File: config.mk
export PLATFORM = sky130hd
export DESIGN_NAME = factorial_prime_exponents_unit
export DESIGN_NICKNAME = d
export VERILOG_FILES = /design/src/fpe_pkg.sv /design/src/fpe_ctrl.sv /design/src/fpe_datapath.sv /design/src/factorial_prime_exponents_unit.sv
export VERILOG_INCLUDE_DIRS = /design/src /design/src/src
export SDC_FILE = /design/constraint.sdc
export NUM_CORES = 1
export LEC_CHECK = 0
export BUFFER_PORTS_ARGS = -buffer_cell sky130_fd_sc_hd__buf_2
export CORE_MARGIN = 1.5
export CORE_UTILIZATION = 57
export CTS_BUF_LIST = sky130_fd_sc_hd__clkbuf_8
export DETAILED_ROUTE_END_ITERATION = 16
export PLACE_DENSITY = 0.86
export SLEW_MARGIN = 5
export SYNTH_ARGS = -nofsm -noshare
export SYNTH_HDL_FRONTEND = slang
export SYNTH_SLANG_ARGS = --single-unit
File: constraint.sdc
create_clock -name i_clk -period 3.3 [get_ports i_clk]
set_input_delay 0.165 -clock i_clk [delete_from_list [all_inputs] [get_ports i_clk]]
set_output_delay 0.165 -clock i_clk [all_outputs]
set_load 0.005 [all_outputs]
File: src/factorial_prime_exponents_unit_macros.svh
// ----------------------------------------------------------------------------
// factorial_prime_exponents_unit_macros
// Assertion macros shared by the factorial prime exponent unit.
// ----------------------------------------------------------------------------
`ifndef FACTORIAL_PRIME_EXPONENTS_UNIT_MACROS_SVH
`define FACTORIAL_PRIME_EXPONENTS_UNIT_MACROS_SVH

// same-cycle implication, disabled in reset
`define FPE_ASSERT_IMPLIES(lbl, ante, cons, msg) \
    lbl: assert property (@(posedge i_clk) disable iff (!i_rst_n) (ante) |-> (cons)) \
        else $error(msg);

// next-cycle implication, disabled in reset
`define FPE_ASSERT_NEXT(lbl, ante, cons, msg) \
    lbl: assert property (@(posedge i_clk) disable iff (!i_rst_n) (ante) |=> (cons)) \
        else $error(msg);

`endif

File: src/fpe_pkg.sv
// ----------------------------------------------------------------------------
// fpe_pkg
// Types, constants and prime tables for the factorial prime exponent unit.
// ----------------------------------------------------------------------------
package fpe_pkg;

    localparam int C_N_W         = 7;
    localparam int C_N_SPAN      = 2 ** C_N_W;
    localparam int C_MAX_N       = 100;
    localparam int C_MAX_RESULTS = 25;

    localparam logic [C_N_W-1:0] C_FIRST_PRIME = C_N_W'(2);

    typedef logic [C_N_W-1:0] t_ptab [C_N_SPAN];

    typedef struct packed {
        logic load;
        logic next;
        logic start_prime;
        logic sub;
        logic restage;
        logic emit;
    } t_dp_cmd;

    typedef struct packed {
        logic v_gt_n;
        logic v_prime;
        logic r_ge_p;
        logic c_ge_p;
        logic p_is_last;
    } t_dp_stat;

    function automatic logic [C_N_SPAN-1:0] f_prime_mask();
        logic [C_N_SPAN-1:0] m;
        int i;
        int j;
        m    = '1;
        m[0] = 1'b0;
        m[1] = 1'b0;
        for (i = 2; i * i < C_N_SPAN; i++) begin
            if (m[i]) begin
                for (j = i * i; j < C_N_SPAN; j += i) begin
                    m[j] = 1'b0;
                end
            end
        end
        return m;
    endfunction

    localparam logic [C_N_SPAN-1:0] C_PRIME_MASK = f_prime_mask();

    // largest prime not above the index, among the first C_MAX_RESULTS primes
    function automatic t_ptab f_last_prime_tab();
        t_ptab t;
        logic [C_N_W-1:0] last;
        int cnt;
        int v;
        last = '0;
        cnt  = 0;
        for (v = 0; v < C_N_SPAN; v++) begin
            if (C_PRIME_MASK[v] && cnt < C_MAX_RESULTS) begin
                last = C_N_W'(v);
                cnt++;
            end
            t[v] = last;
        end
        return t;
    endfunction

    localparam t_ptab C_LAST_PRIME = f_last_prime_tab();

endpackage

File: src/fpe_ctrl.sv
// ----------------------------------------------------------------------------
// fpe_ctrl
// Sequencer: scans candidates, runs the subtract loop per prime, emits words.
// ----------------------------------------------------------------------------
module fpe_ctrl (
    input  logic             i_clk,
    input  logic             i_rst_n,
    input  logic             start,
    output logic             busy,
    input  fpe_pkg::t_dp_stat i_stat,
    output fpe_pkg::t_dp_cmd  o_cmd
);
    import fpe_pkg::*;

    typedef enum logic [2:0] {
        S_IDLE = 3'b001,
        S_SCAN = 3'b010,
        S_DIV  = 3'b100
    } t_state;

    t_state r_state;
    t_state n_state;

    always_ff @(posedge i_clk) begin
        if (!i_rst_n) begin
            r_state <= S_IDLE;
        end else begin
            r_state <= n_state;
        end
    end

    always_comb begin
        n_state = r_state;
        o_cmd   = '0;
        case (r_state)
            S_IDLE: begin
                if (start) begin
                    o_cmd.load = 1'b1;
                    n_state    = S_SCAN;
                end
            end
            S_SCAN: begin
                if (i_stat.v_gt_n) begin
                    n_state = S_IDLE;
                end else if (i_stat.v_prime) begin
                    o_cmd.start_prime = 1'b1;
                    n_state           = S_DIV;
                end else begin
                    o_cmd.next = 1'b1;
                end
            end
            S_DIV: begin
                if (i_stat.r_ge_p) begin
                    o_cmd.sub = 1'b1;
                end else if (i_stat.c_ge_p) begin
                    o_cmd.restage = 1'b1;
                end else begin
                    o_cmd.emit = 1'b1;
                    n_state    = i_stat.p_is_last ? S_IDLE : S_SCAN;
                end
            end
            default: begin
                n_state = S_IDLE;
            end
        endcase
    end

    assign busy = (r_state != S_IDLE);

endmodule

File: src/fpe_datapath.sv
// ----------------------------------------------------------------------------
// fpe_datapath
// Candidate counter, subtract-based divider and result word register.
// ----------------------------------------------------------------------------
module fpe_datapath #(
    parameter int P_MAX_N = fpe_pkg::C_MAX_N
) (
    input  logic                       i_clk,
    input  logic                       i_rst_n,
    input  logic [fpe_pkg::C_N_W-1:0]  i_n_value,
    input  fpe_pkg::t_dp_cmd           i_cmd,
    output fpe_pkg::t_dp_stat          o_stat,
    output logic                       o_valid,
    output logic [fpe_pkg::C_N_W-1:0]  o_prime_value,
    output logic [fpe_pkg::C_N_W-1:0]  o_exponent,
    output logic                       o_last_of_run
);
    import fpe_pkg::*;

    localparam logic [C_N_W-1:0] C_N_CAP =
        (P_MAX_N > C_N_SPAN - 1) ? C_N_W'(C_N_SPAN - 1) : C_N_W'(P_MAX_N);

    logic [C_N_W-1:0] clamped_n;
    logic [C_N_W-1:0] r_n;
    logic [C_N_W-1:0] r_v;
    logic [C_N_W-1:0] r_last;
    logic [C_N_W-1:0] r_r;
    logic [C_N_W-1:0] r_c;
    logic [C_N_W-1:0] r_sum;
    logic             r_out_valid;
    logic [C_N_W-1:0] r_out_prime;
    logic [C_N_W-1:0] r_out_exp;
    logic             r_out_last;

    assign clamped_n = (i_n_value > C_N_CAP) ? C_N_CAP : i_n_value;

    always_comb begin
        o_stat.v_gt_n    = (r_v > r_n);
        o_stat.v_prime   = C_PRIME_MASK[r_v];
        o_stat.r_ge_p    = (r_r >= r_v);
        o_stat.c_ge_p    = (r_c >= r_v);
        o_stat.p_is_last = (r_v == r_last);
    end

    always_ff @(posedge i_clk) begin
        if (!i_rst_n) begin
            r_out_valid <= 1'b0;
        end else begin
            r_out_valid <= i_cmd.emit;
        end
    end

    always_ff @(posedge i_clk) begin
        if (i_cmd.load) begin
            r_n    <= clamped_n;
            r_last <= C_LAST_PRIME[clamped_n];
            r_v    <= C_FIRST_PRIME;
        end else if (i_cmd.next || i_cmd.emit) begin
            r_v <= r_v + C_N_W'(1);
        end
        if (i_cmd.start_prime) begin
            r_r   <= r_n;
            r_c   <= '0;
            r_sum <= '0;
        end else if (i_cmd.sub) begin
            r_r   <= r_r - r_v;
            r_c   <= r_c + C_N_W'(1);
            r_sum <= r_sum + C_N_W'(1);
        end else if (i_cmd.restage) begin
            r_r <= r_c;
            r_c <= '0;
        end
        if (i_cmd.emit) begin
            r_out_prime <= r_v;
            r_out_exp   <= r_sum;
            r_out_last  <= (r_v == r_last);
        end
    end

    assign o_valid       = r_out_valid;
    assign o_prime_value = r_out_prime;
    assign o_exponent    = r_out_exp;
    assign o_last_of_run = r_out_last;

endmodule

File: src/factorial_prime_exponents_unit.sv
// The scan steps through each candidate from 2 to the largest prime not above n, and per
// prime the divider subtracts once per unit of its exponent, restages once per further
// division stage and emits once; for n < 2 the scan stops at candidate 2 and emits no word.
// Throughput: one n at a time; busy stays high until the last word has gone out.
// Each word is on the outputs for one cycle with o_valid; the receiver cannot stall.
// Synchronous active-low reset returns to idle with no word pending.
// ----------------------------------------------------------------------------
// factorial_prime_exponents_unit
// Emits the prime factorization of n! as one word per prime, Legendre's formula.
// ----------------------------------------------------------------------------
`include "factorial_prime_exponents_unit_macros.svh"

module factorial_prime_exponents_unit #(
    parameter int P_MAX_N = fpe_pkg::C_MAX_N
) (
    input  logic                      i_clk,
    input  logic                      i_rst_n,
    input  logic                      start,
    output logic                      busy,
    input  logic [fpe_pkg::C_N_W-1:0] i_n_value,
    output logic                      o_valid,
    output logic [fpe_pkg::C_N_W-1:0] o_prime_value,
    output logic [fpe_pkg::C_N_W-1:0] o_exponent,
    output logic                      o_last_of_run
);
    import fpe_pkg::*;

    t_dp_cmd  cmd;
    t_dp_stat stat;

    fpe_ctrl u_ctrl (
        .i_clk   (i_clk),
        .i_rst_n (i_rst_n),
        .start   (start),
        .busy    (busy),
        .i_stat  (stat),
        .o_cmd   (cmd)
    );

    fpe_datapath #(
        .P_MAX_N (P_MAX_N)
    ) u_datapath (
        .i_clk         (i_clk),
        .i_rst_n       (i_rst_n),
        .i_n_value     (i_n_value),
        .i_cmd         (cmd),
        .o_stat        (stat),
        .o_valid       (o_valid),
        .o_prime_value (o_prime_value),
        .o_exponent    (o_exponent),
        .o_last_of_run (o_last_of_run)
    );

    `FPE_ASSERT_NEXT(a_accept_busy, start && !busy, busy, "accepted word did not start")
    `FPE_ASSERT_IMPLIES(a_valid_from_work, o_valid, $past(busy), "word without work")
    `FPE_ASSERT_IMPLIES(a_last_ends_run, o_valid && o_last_of_run, !busy, "busy after last")
    `FPE_ASSERT_IMPLIES(a_word_range, o_valid, (o_prime_value >= C_FIRST_PRIME) && (o_exponent != '0), "bad word")

endmodule

==> results.md, run 1 <==
• number of failing hold endpoints at the final stage: 0
• maximum number of pins on one net before global-route repair: 21
• total congestion overflow after global routing: 0
• max cap viols: 0
• origin of the critical flop-to-flop path: u_datapath.r_v[2]
• static leakage: 1.778 nW
• multi-input gate area in the final layout: 2173 sq um
• destination of the worst hold path: u_ctrl.r_state[0]
• Final period util: 1.020
• count of standard-cell rows: 30
• cell area after synthesis: 3924 sq um
• share of synthesized registers carrying an async set or reset: 0
• fin crit period: 3.365 ns
• clock-pin slew reported for the worst setup and hold paths after clock tree synthesis: 0.07 ns
• post-synthesis cell count: 433
• R2R setup slack: -0.06 ns
• total negative slack for setup checks: -0.06471 ns
• HPWL after detailed placement: 6.322 mm
• CP endpoint kind: register
• CP Data Required Time: 3.55 ns
• Final setup violation count: 1
• tightest hold margin: 0.03539 ns
• skew final: 0.01111 ns
• Std-Cell Core Area: 6719 sq um
• fmax: 297.2 MHz
• Starting Density: 0.5840
• violations in the final reports: negative setup slack
• largest driver fanout on the critical path: 8
• Synth Area per Inst: 9.062 sq um
• number of warning messages in the yosys log: 0
• min-delay worst type: in -> reg
• die span in x: 85.97 um
• status: complete, but fails checks
• Final Instance Area: 4454 sq um
• die area: 7391 sq um
• IO buf count: 26
• total via count after detailed routing: 3360
• sequential fraction of the synthesis area: 0.4082
• clock buffer count from CTS: 9
• critical path type: reg -> reg
• Critical R2R Capture: u_ctrl.i_stat[3]
• most common library cell in the layout ignoring fill and taps: nand2_1
• Fill cells: 488
• IR Drop Worst-Case VDD: 0.0002054 V
• sinks on the clock net: 62
• All-Layer GR Usage: 0.2453
• leading cell types in the layout, fill and taps excluded: nand2_1 (48), nor2_1 (39), edfxtp_1 (36), inv_1 (33), o21ai_0 (29)
• Wirelength per Cell: 16.20 um
• first-pass GRT wire length: 13.92 mm
• post-layout worst setup margin: -0.06471 ns
• overall routed net length: 8.928 mm
• crit path launch type: register
• worst rel slew slack: 0.5927
• flip-flop and latch count after synthesis: 62
• antenna violations before repair: 0
• power density over the cells: 441.3 nW/um^2
• vias per inst: 6.098
• Pre-Repair DR Iteration Count: 5
• Die H: 85.97 um
• met3 track utilization from global routing: 0.05005
• remaining number of nets flagged by the antenna check after routing: 0
• worst-skew pair later-pin latency: 0.35 ns
• # hold bufs at CTS: 0
• sequential standard cell area: 1604 sq um
• count of unresolved DRC violations after routing: 0
• M2 GR Usage: 0.4152
• I/O Pins: 27
• H-Tree Level Count: 3
• most common flop cell mapped by yosys: edfxtp_1
• path depth of the worst reg2reg path: 12
• hold path startpoint: i_rst_n
• fraction of final layout cells with drive strength greater than 1: 0.1592
• worst endpoint data arrival time: 3.62 ns
• worst hold path depth: 2
• number of enable-type register cells in the synthesized netlist: 36
• grt met1 use: 0.2965
• number of slew-limit violations in the final report: 0
• area delta synth->final: 13.52%
• clk buf depth: 2
• Non-Filler Instances: 551
• Clock Tree Root: clkbuf_8
• via count of the first global-routing pass: 2991
• slew at the pin with the worst max-slew slack: 0.6054 ns
• nets in the synthesized netlist: 471
• TritonCTS clock tree: yes
• dpl cells: 531
• busiest layer in global routing: met2
• DR iter-0 viols: 364
• instance area after placement: 4159 sq um
• final weighted congestion in routability-driven placement: 1.044
• number of nets in the finished design: 504
• number of diodes: 0
• count of cell types in the netlist: 62
-- stage by stage --
stage / worst slack [ns] / power [mW] / utilization
2_1_floorplan: 0.04796 / 1.165 / -
3_3_place_gp: 0.2437 / 1.233 / 0.6190
3_5_place_dp: 0.1196 / 1.252 / 0.6190
4_1_cts: 0.07439 / 1.958 / 0.6507
5_1_grt: -0.1866 / 2.053 / 0.6629
6_report: -0.06471 / 1.965 / 0.6629
-- cell usage after synthesis, types with 5 or more instances --
cell type / instances / area share
nand2_1: 48 / 0.046
nor2_1: 39 / 0.037
edfxtp_1: 36 / 0.28
inv_1: 32 / 0.031
o21ai_0: 29 / 0.037
ha_1: 27 / 0.086
a21oi_1: 26 / 0.033
dfxtp_1: 26 / 0.13
clkbuf_1: 16 / 0.015
xnor2_1: 16 / 0.036
nand3_1: 14 / 0.018
xor2_1: 12 / 0.027
mux2i_1: 9 / 0.023
o211ai_1: 7 / 0.013
nor3_1: 6 / 0.0077
a21o_1: 5 / 0.0096
a31oi_1: 5 / 0.0080
nand2b_1: 5 / 0.0080
nand4_1: 5 / 0.0080
o21ai_1: 5 / 0.0064
-- power by group --
| part | switching [mW] | internal (mW) |
|---|---|---|
| combinational | 0.208 | 0.125 |
| sequential | 0.0340 | 0.884 |
| clock | 0.294 | 0.421 |
| total | 0.536 | 1.43 |
-- kinds of logic (layout without fill, tap and decap cells) --
kind of cell               after synthesis  in the layout  synth area share
AOI/OAI and AO/OA                      108            108            0.1850
xor gates and xnor gates                28             28           0.06250
adders and majority gates               28             28           0.09120
buffers and inverters                   54             91           0.05230
DFF                                     62             62            0.4082
muxes                                   12             13           0.03316
and+or+nand+nor                        141            141            0.1677
-- timing repair --
| action | CTS | global route |
|---|---|---|
| resized for setup | 0 | 10 |
| buffers inserted | 0 | 3 |
| setup endpoints to repair | 0 | 1 |
-- sequential cells by signal, summed over array words and instances, names as in the netlist, 3 cells and up --
register,flops
u_datapath.r_last,7
u_ctrl.r_state,3
u_datapath.o_exponent,7
u_datapath.r_v,7
u_datapath.r_r,7
u_datapath.r_sum,7
u_datapath.o_prime_value,7
u_datapath.r_n,7
u_datapath.r_c,7
-- final cells by class --
cell class	count	share of cell area
multi-input combinational	318	0.4879
sequential	62	0.3601
timing repair buffer	38	0.04944
inverter	37	0.03230
clock buffer	9	0.02781
tap	80	0.02247
clock inverter	7	0.01994
-- layer usage --
metal,vias to the layer above,wire length (um)
met5,-,0
met4,0,354
met3,36,602
met2,178,4331
met1,1522,3640
li1,1624,-
-- worst max-delay path by stage --
stage                           start          endpoint  slack, ns
floorplan           u_datapath.r_v[2]  u_ctrl.i_stat[3]       0.05
global placement    u_datapath.r_v[5]  u_ctrl.i_stat[3]       0.24
detailed placement  u_datapath.r_v[5]  u_ctrl.i_stat[3]       0.12
CTS                 u_datapath.r_v[2]  u_ctrl.i_stat[3]       0.07
global route        u_datapath.r_v[2]  u_ctrl.i_stat[3]      -0.19
finish              u_datapath.r_v[2]  u_ctrl.i_stat[3]      -0.06
-- critical path, cell delays in order, from the launching register on --
cell and delay, ns:
dfxtp_1 0.34, inv_4 0.13, ha_2 0.32, a21oi_1 0.26, o21ai_2 0.15, a221oi_4 0.36
o2111ai_4 0.25, a211oi_4 0.42, mux2i_4 0.14, buf_4 0.16, o41ai_1 0.39, o22ai_1 0.15
a32oi_1 0.20
Power figures use the tool's default switching activity.
==> run 2: changes to the inputs <==
--- a/config.mk
+++ b/config.mk
@@ -7,11 +7,12 @@
 export NUM_CORES = 1
 export LEC_CHECK = 0
 export BUFFER_PORTS_ARGS = -buffer_cell sky130_fd_sc_hd__buf_2
+export CAP_MARGIN = 20
 export CORE_MARGIN = 1.5
-export CORE_UTILIZATION = 57
+export CORE_UTILIZATION = 52
 export CTS_BUF_LIST = sky130_fd_sc_hd__clkbuf_8
 export DETAILED_ROUTE_END_ITERATION = 16
-export PLACE_DENSITY = 0.86
+export PLACE_DENSITY = 0.8
 export SLEW_MARGIN = 5
 export SYNTH_ARGS = -nofsm -noshare
 export SYNTH_HDL_FRONTEND = slang
==> results.md, run 2 (synthesis results as in run 1) <==
• slew at the pin with the worst max-slew slack: 0.6721 ns
• clock-pin slew reported for the worst setup and hold paths after clock tree synthesis: 0.07 ns
• Pre-Repair DR Iteration Count: 5
• CP Data Required Time: 3.58 ns
• switching power summed over all nets: 0.5450 mW
• Worst Path Buf+Inv: 3
• remaining number of nets flagged by the antenna check after routing: 0
• TritonCTS clock tree: yes
• Critical Path Source: u_datapath.r_v[6]
• number of slew-limit violations in the final report: 0
• tightest hold margin: 0.07087 ns
• most common library cell in the layout ignoring fill and taps: nand2_1
• count of standard-cell rows: 31
• RSZ-0062 raised after global routing: no
• total congestion overflow after global routing: 0
• overall routed net length: 8.765 mm
• power share of the combinational group: 0.171
• worst endpoint data arrival time: 3.43 ns
• switching share of power: 0.2767
• crit path launch type: register
• number of failing hold endpoints at the final stage: 0
• # hold bufs at CTS: 0
• Std-Cell Core Area: 7292 sq um
• worst rel slew slack: 0.5478
• leading cell types in the layout, fill and taps excluded: nand2_1 (48), nor2_1 (39), edfxtp_1 (36), inv_1 (32), o21ai_0 (29)
• path depth of the worst reg2reg path: 14
• min-delay worst type: in -> reg
• CP endpoint kind: register
• clock buffer count from CTS: 9
• number of diodes: 0
• fin crit period: 3.151 ns
• worst hold path depth: 2
• first-pass GRT wire length: 14.40 mm
• via count of the first global-routing pass: 3114
• clock network fraction of total power: 0.363
• die span in x: 89.87 um
• Final setup violation count: 0
• IR Drop Worst-Case VDD: 0.0001851 V
• All-Layer GR Usage: 0.2246
• final weighted congestion in routability-driven placement: 0.8916
• cells traversed along the worst timing path: inv_1, ha_1, nand4_1, and3_1, o21a_1, o2111ai_4, inv_4, nor2_1, mux2_2, inv_2, o21ai_0, a21oi_1, a41oi_1, a32oi_1
• power density over the cells: 438.1 nW/um^2
• fraction of final layout cells with drive strength greater than 1: 0.1624
• count of unresolved DRC violations after routing: 0
• Cell Int Power: 1.424 mW
• maximum number of pins on one net before global-route repair: 21
• max cap viols: 0
• status: finished, final reports clean
• Final period util: 0.9550
• worst-skew pair later-pin latency: 0.35 ns
• DR iter-0 viols: 291
• clk buf depth: 2
• peak per-stage delay on the critical path: 0.49 ns
• antenna violations before repair: 0
• register share of total power: 0.466
• sinks on the clock net: 62
• Die H: 89.87 um
• die area: 8076 sq um
• Crit-path slowest cell: dfxtp_1
• hold path startpoint: i_rst_n
• static leakage: 1.782 nW
• delay-heaviest family, CP: compound AO/OA/AOI/OAI gates
• dpl cells: 552
• area delta synth->final: 14.57%
• total via count after detailed routing: 3329
• H-Tree Level Count: 3
• number of nets in the finished design: 507
• Wirelength per Cell: 15.30 um
• destination of the worst hold path: u_datapath.o_valid
• Clock Tree Root: clkbuf_8
• origin of the critical flop-to-flop path: u_datapath.r_v[6]
• Critical R2R Capture: u_ctrl.i_stat[3]
• IO buf count: 26
• skew final: 0.01018 ns
• Non-Filler Instances: 573
• fmax: 317.3 MHz
• I/O Pins: 27
• largest driver fanout on the critical path: 6
• vias per inst: 5.810
• R2R setup slack: 0.15 ns
• critical path type: reg -> reg
• HPWL after detailed placement: 6.368 mm
• total negative slack for setup checks: 0 ns
• Fill cells: 598
• Starting Density: 0.5381
[run 2: timing repair]
item / in CTS / in global routing
endpoints found under the setup margin: 0 / 1
hold endpoints to repair: 0 / 0
gates resized for setup: 0 / 6
setup buffers: 0 / 5
[run 2: cell type report]
cell class / count / area (sq um) / share of cell area
tap: 99 / 123.9 / 0.02755
clock buffer: 12 / 165.2 / 0.03674
multi-input combinational: 317 / 2160 / 0.4804
clock inverter: 4 / 52.55 / 0.01169
inverter: 37 / 142.6 / 0.03173
sequential: 62 / 1602 / 0.3562
timing repair buffer: 42 / 250.2 / 0.05566
[run 2: per-stage QoR]
step	total power, mW	setup slack [ns]	util	cell area [sq um]
finish	1.969	0.1485	0.6165	4496
floorplan	1.165	0.04796	-	3925
detailed placement	1.254	0.1765	0.5757	4198
global route	2.056	0.01030	0.6165	4496
global placement	1.239	0.2490	0.5757	4198
CTS	1.961	0.1586	0.6055	4415
[run 2: worst max path at each step]
stage	end	depth (start not counted)
global route	u_ctrl.i_stat[3]	11
CTS	u_ctrl.i_stat[3]	11
finish	u_ctrl.i_stat[3]	14
global placement	u_ctrl.i_stat[3]	11
floorplan	u_ctrl.i_stat[3]	14
detailed placement	u_ctrl.i_stat[3]	11
[run 2: per-layer routing]
| metal | global-route usage | up-vias | part of all wire |
|---|---|---|---|
| li1 | - | 1618 | - |
| met1 | 0.2693 | 1539 | 0.42 |
| met2 | 0.3715 | 142 | 0.47 |
| met3 | 0.05753 | 30 | 0.074 |
| met4 | 0.1177 | 0 | 0.038 |
| met5 | 0 | - | 0 |
[run 2: power by group through the flow]
| stage | clock, mW | sequential [mW] | combinational [mW] |
|---|---|---|---|
| after global routing | 0.754 | 0.925 | 0.376 |
| final | 0.715 | 0.919 | 0.336 |
| after detailed placement | 0 | 0.934 | 0.320 |
| after CTS | 0.719 | 0.917 | 0.324 |
| after global placement | 0 | 0.932 | 0.307 |
| after floorplan | 0 | 0.924 | 0.241 |
==> run 3: changes to the inputs <==
--- a/config.mk
+++ b/config.mk
@@ -8,11 +8,14 @@
 export LEC_CHECK = 0
 export BUFFER_PORTS_ARGS = -buffer_cell sky130_fd_sc_hd__buf_2
 export CAP_MARGIN = 20
+export CELL_PAD_IN_SITES_DETAIL_PLACEMENT = 0
+export CELL_PAD_IN_SITES_GLOBAL_PLACEMENT = 1
 export CORE_MARGIN = 1.5
-export CORE_UTILIZATION = 52
+export CORE_UTILIZATION = 44
 export CTS_BUF_LIST = sky130_fd_sc_hd__clkbuf_8
 export DETAILED_ROUTE_END_ITERATION = 16
-export PLACE_DENSITY = 0.8
+export PLACE_DENSITY = 0.86
+export RECOVER_POWER = 25
 export SLEW_MARGIN = 5
 export SYNTH_ARGS = -nofsm -noshare
 export SYNTH_HDL_FRONTEND = slang
==> results.md, run 3 (synthesis results as in run 1) <==
• status: finished, final reports clean
• clk buf depth: 2
• fraction of final layout cells with drive strength greater than 1: 0.1314
• crit path launch type: register
• Clock Tree Root: clkbuf_8
• power density over the cells: 407.0 nW/um^2
• die span in x: 97.44 um
• Cell Int Power: 1.287 mW
• I/O Pins: 27
• most common library cell in the layout ignoring fill and taps: nand2_1
• max cap viols: 0
• first-pass GRT wire length: 15.14 mm
• switching power summed over all nets: 0.5107 mW
• Non-Filler Instances: 580
• clock network fraction of total power: 0.309
• maximum number of pins on one net before global-route repair: 21
• worst slack, placed: 0.2176 ns
• Final period util: 0.9431
• power share of the combinational group: 0.180
• number of diodes: 0
• number of nets in the finished design: 505
• count of standard-cell rows: 34
• TritonCTS clock tree: yes
• largest driver fanout on the critical path: 9
• tightest hold margin: 0.05552 ns
• remaining number of nets flagged by the antenna check after routing: 0
• worst endpoint data arrival time: 3.38 ns
• worst-skew pair later-pin latency: 0.35 ns
• hold path startpoint: i_rst_n
• sinks on the clock net: 62
• IR Drop Worst-Case VDD: 0.0001385 V
• Std-Cell Core Area: 8678 sq um
• Wirelength per Cell: 15.69 um
• Final setup violation count: 0
• area delta synth->final: 12.60%
• total negative slack for setup checks: 0 ns
• HPWL after detailed placement: 6.883 mm
• CP Data Required Time: 3.57 ns
• Pre-Repair DR Iteration Count: 4
• antenna violations before repair: 0
• critical path type: reg -> reg
• fmax: 321.3 MHz
• final weighted congestion in routability-driven placement: 0.8928
• register share of total power: 0.511
• CP endpoint kind: register
• worst rel slew slack: 0.5054
• RSZ-0062 raised after global routing: no
• fin crit period: 3.112 ns
• number of slew-limit violations in the final report: 0
• dpl cells: 564
• origin of the critical flop-to-flop path: u_datapath.r_v[6]
• IO buf count: 26
• All-Layer GR Usage: 0.1990
• clock buffer count from CTS: 9
• clock-pin slew reported for the worst setup and hold paths after clock tree synthesis: 0.06 ns
• total via count after detailed routing: 3247
• post-layout worst setup margin: 0.1878 ns
• Starting Density: 0.4521
• slew at the pin with the worst max-slew slack: 0.7419 ns
• Die H: 97.44 um
• static leakage: 1.748 nW
• skew final: 0.01216 ns
• die area: 9494 sq um
• via count of the first global-routing pass: 3229
• H-Tree Level Count: 3
• number of failing hold endpoints at the final stage: 0
• vias per inst: 5.598
• count of unresolved DRC violations after routing: 0
• overall routed net length: 9.103 mm
• DR iter-0 viols: 159
• switching share of power: 0.2840
• Critical Path Source: u_datapath.r_v[6]
• min-delay worst type: in -> reg
• total congestion overflow after global routing: 0
• leading cell types in the layout, fill and taps excluded: nand2_1 (48), nor2_1 (39), inv_1 (36), edfxtp_1 (36), o21ai_0 (29)
-- run 3: worst paths after layout --
path                                   end  slack [ns]  cells after the start
hold reg to reg   u_datapath.o_exponent[6]        0.48                      0
setup / recovery          u_ctrl.i_stat[3]        0.19                     14
setup reg to reg          u_ctrl.i_stat[3]        0.19                     14
hold / removal           u_ctrl.r_state[0]        0.06                      2
-- run 3: cell type report --
| type | count | area, sq um |
|---|---|---|
| clock inverter | 6 | 25.02 |
| inverter | 37 | 142.6 |
| timing repair buffer | 40 | 221.5 |
| fill | 812 | 4260 |
| clock buffer | 10 | 137.6 |
| tap | 108 | 135.1 |
| sequential | 62 | 1602 |
| multi-input combinational | 317 | 2155 |
-- run 3: per-layer routing --
layer,routed length [um],GRT usage,vias up
met5,0,0,-
met4,246,0.09670,0
met3,387,0.03813,21
met2,4517,0.3520,86
met1,3952,0.2295,1527
li1,-,-,1613
-- run 3: critical path: stages (launching register included) --
cell and delay [ns]:
dfxtp_1 0.49, inv_1 0.13, ha_1 0.35, nand4_1 0.10, and3_1 0.19, o21a_1 0.13
o2111ai_4 0.17, inv_4 0.10, o21ai_1 0.19, and3_1 0.27, inv_2 0.11, or3_1 0.39
a21oi_1 0.17, o22ai_1 0.09, a32oi_1 0.15
-- run 3: power by group through the flow --
stage	sequential (mW)	clock, mW	combinational (mW)
finish	0.919	0.556	0.323
global route	0.924	0.599	0.367
CTS	0.919	0.560	0.319
detailed placement	0.935	0	0.317
global placement	0.932	0	0.310
floorplan	0.924	0	0.241
-- run 3: timing repair --
item	CTS	global route
hold buffers	0	0
setup buffers	0	0
endpoints found under the setup margin	0	1
resized for setup	0	5
-- run 3: per-stage QoR --
step	utilization	power, mW	area (sq um)
3_3_place_gp	0.4876	1.242	4232
2_1_floorplan	-	1.165	3925
5_1_grt	0.5091	1.890	4418
3_5_place_dp	0.4876	1.253	4232
4_1_cts	0.5063	1.797	4394
6_report	0.5091	1.798	4418
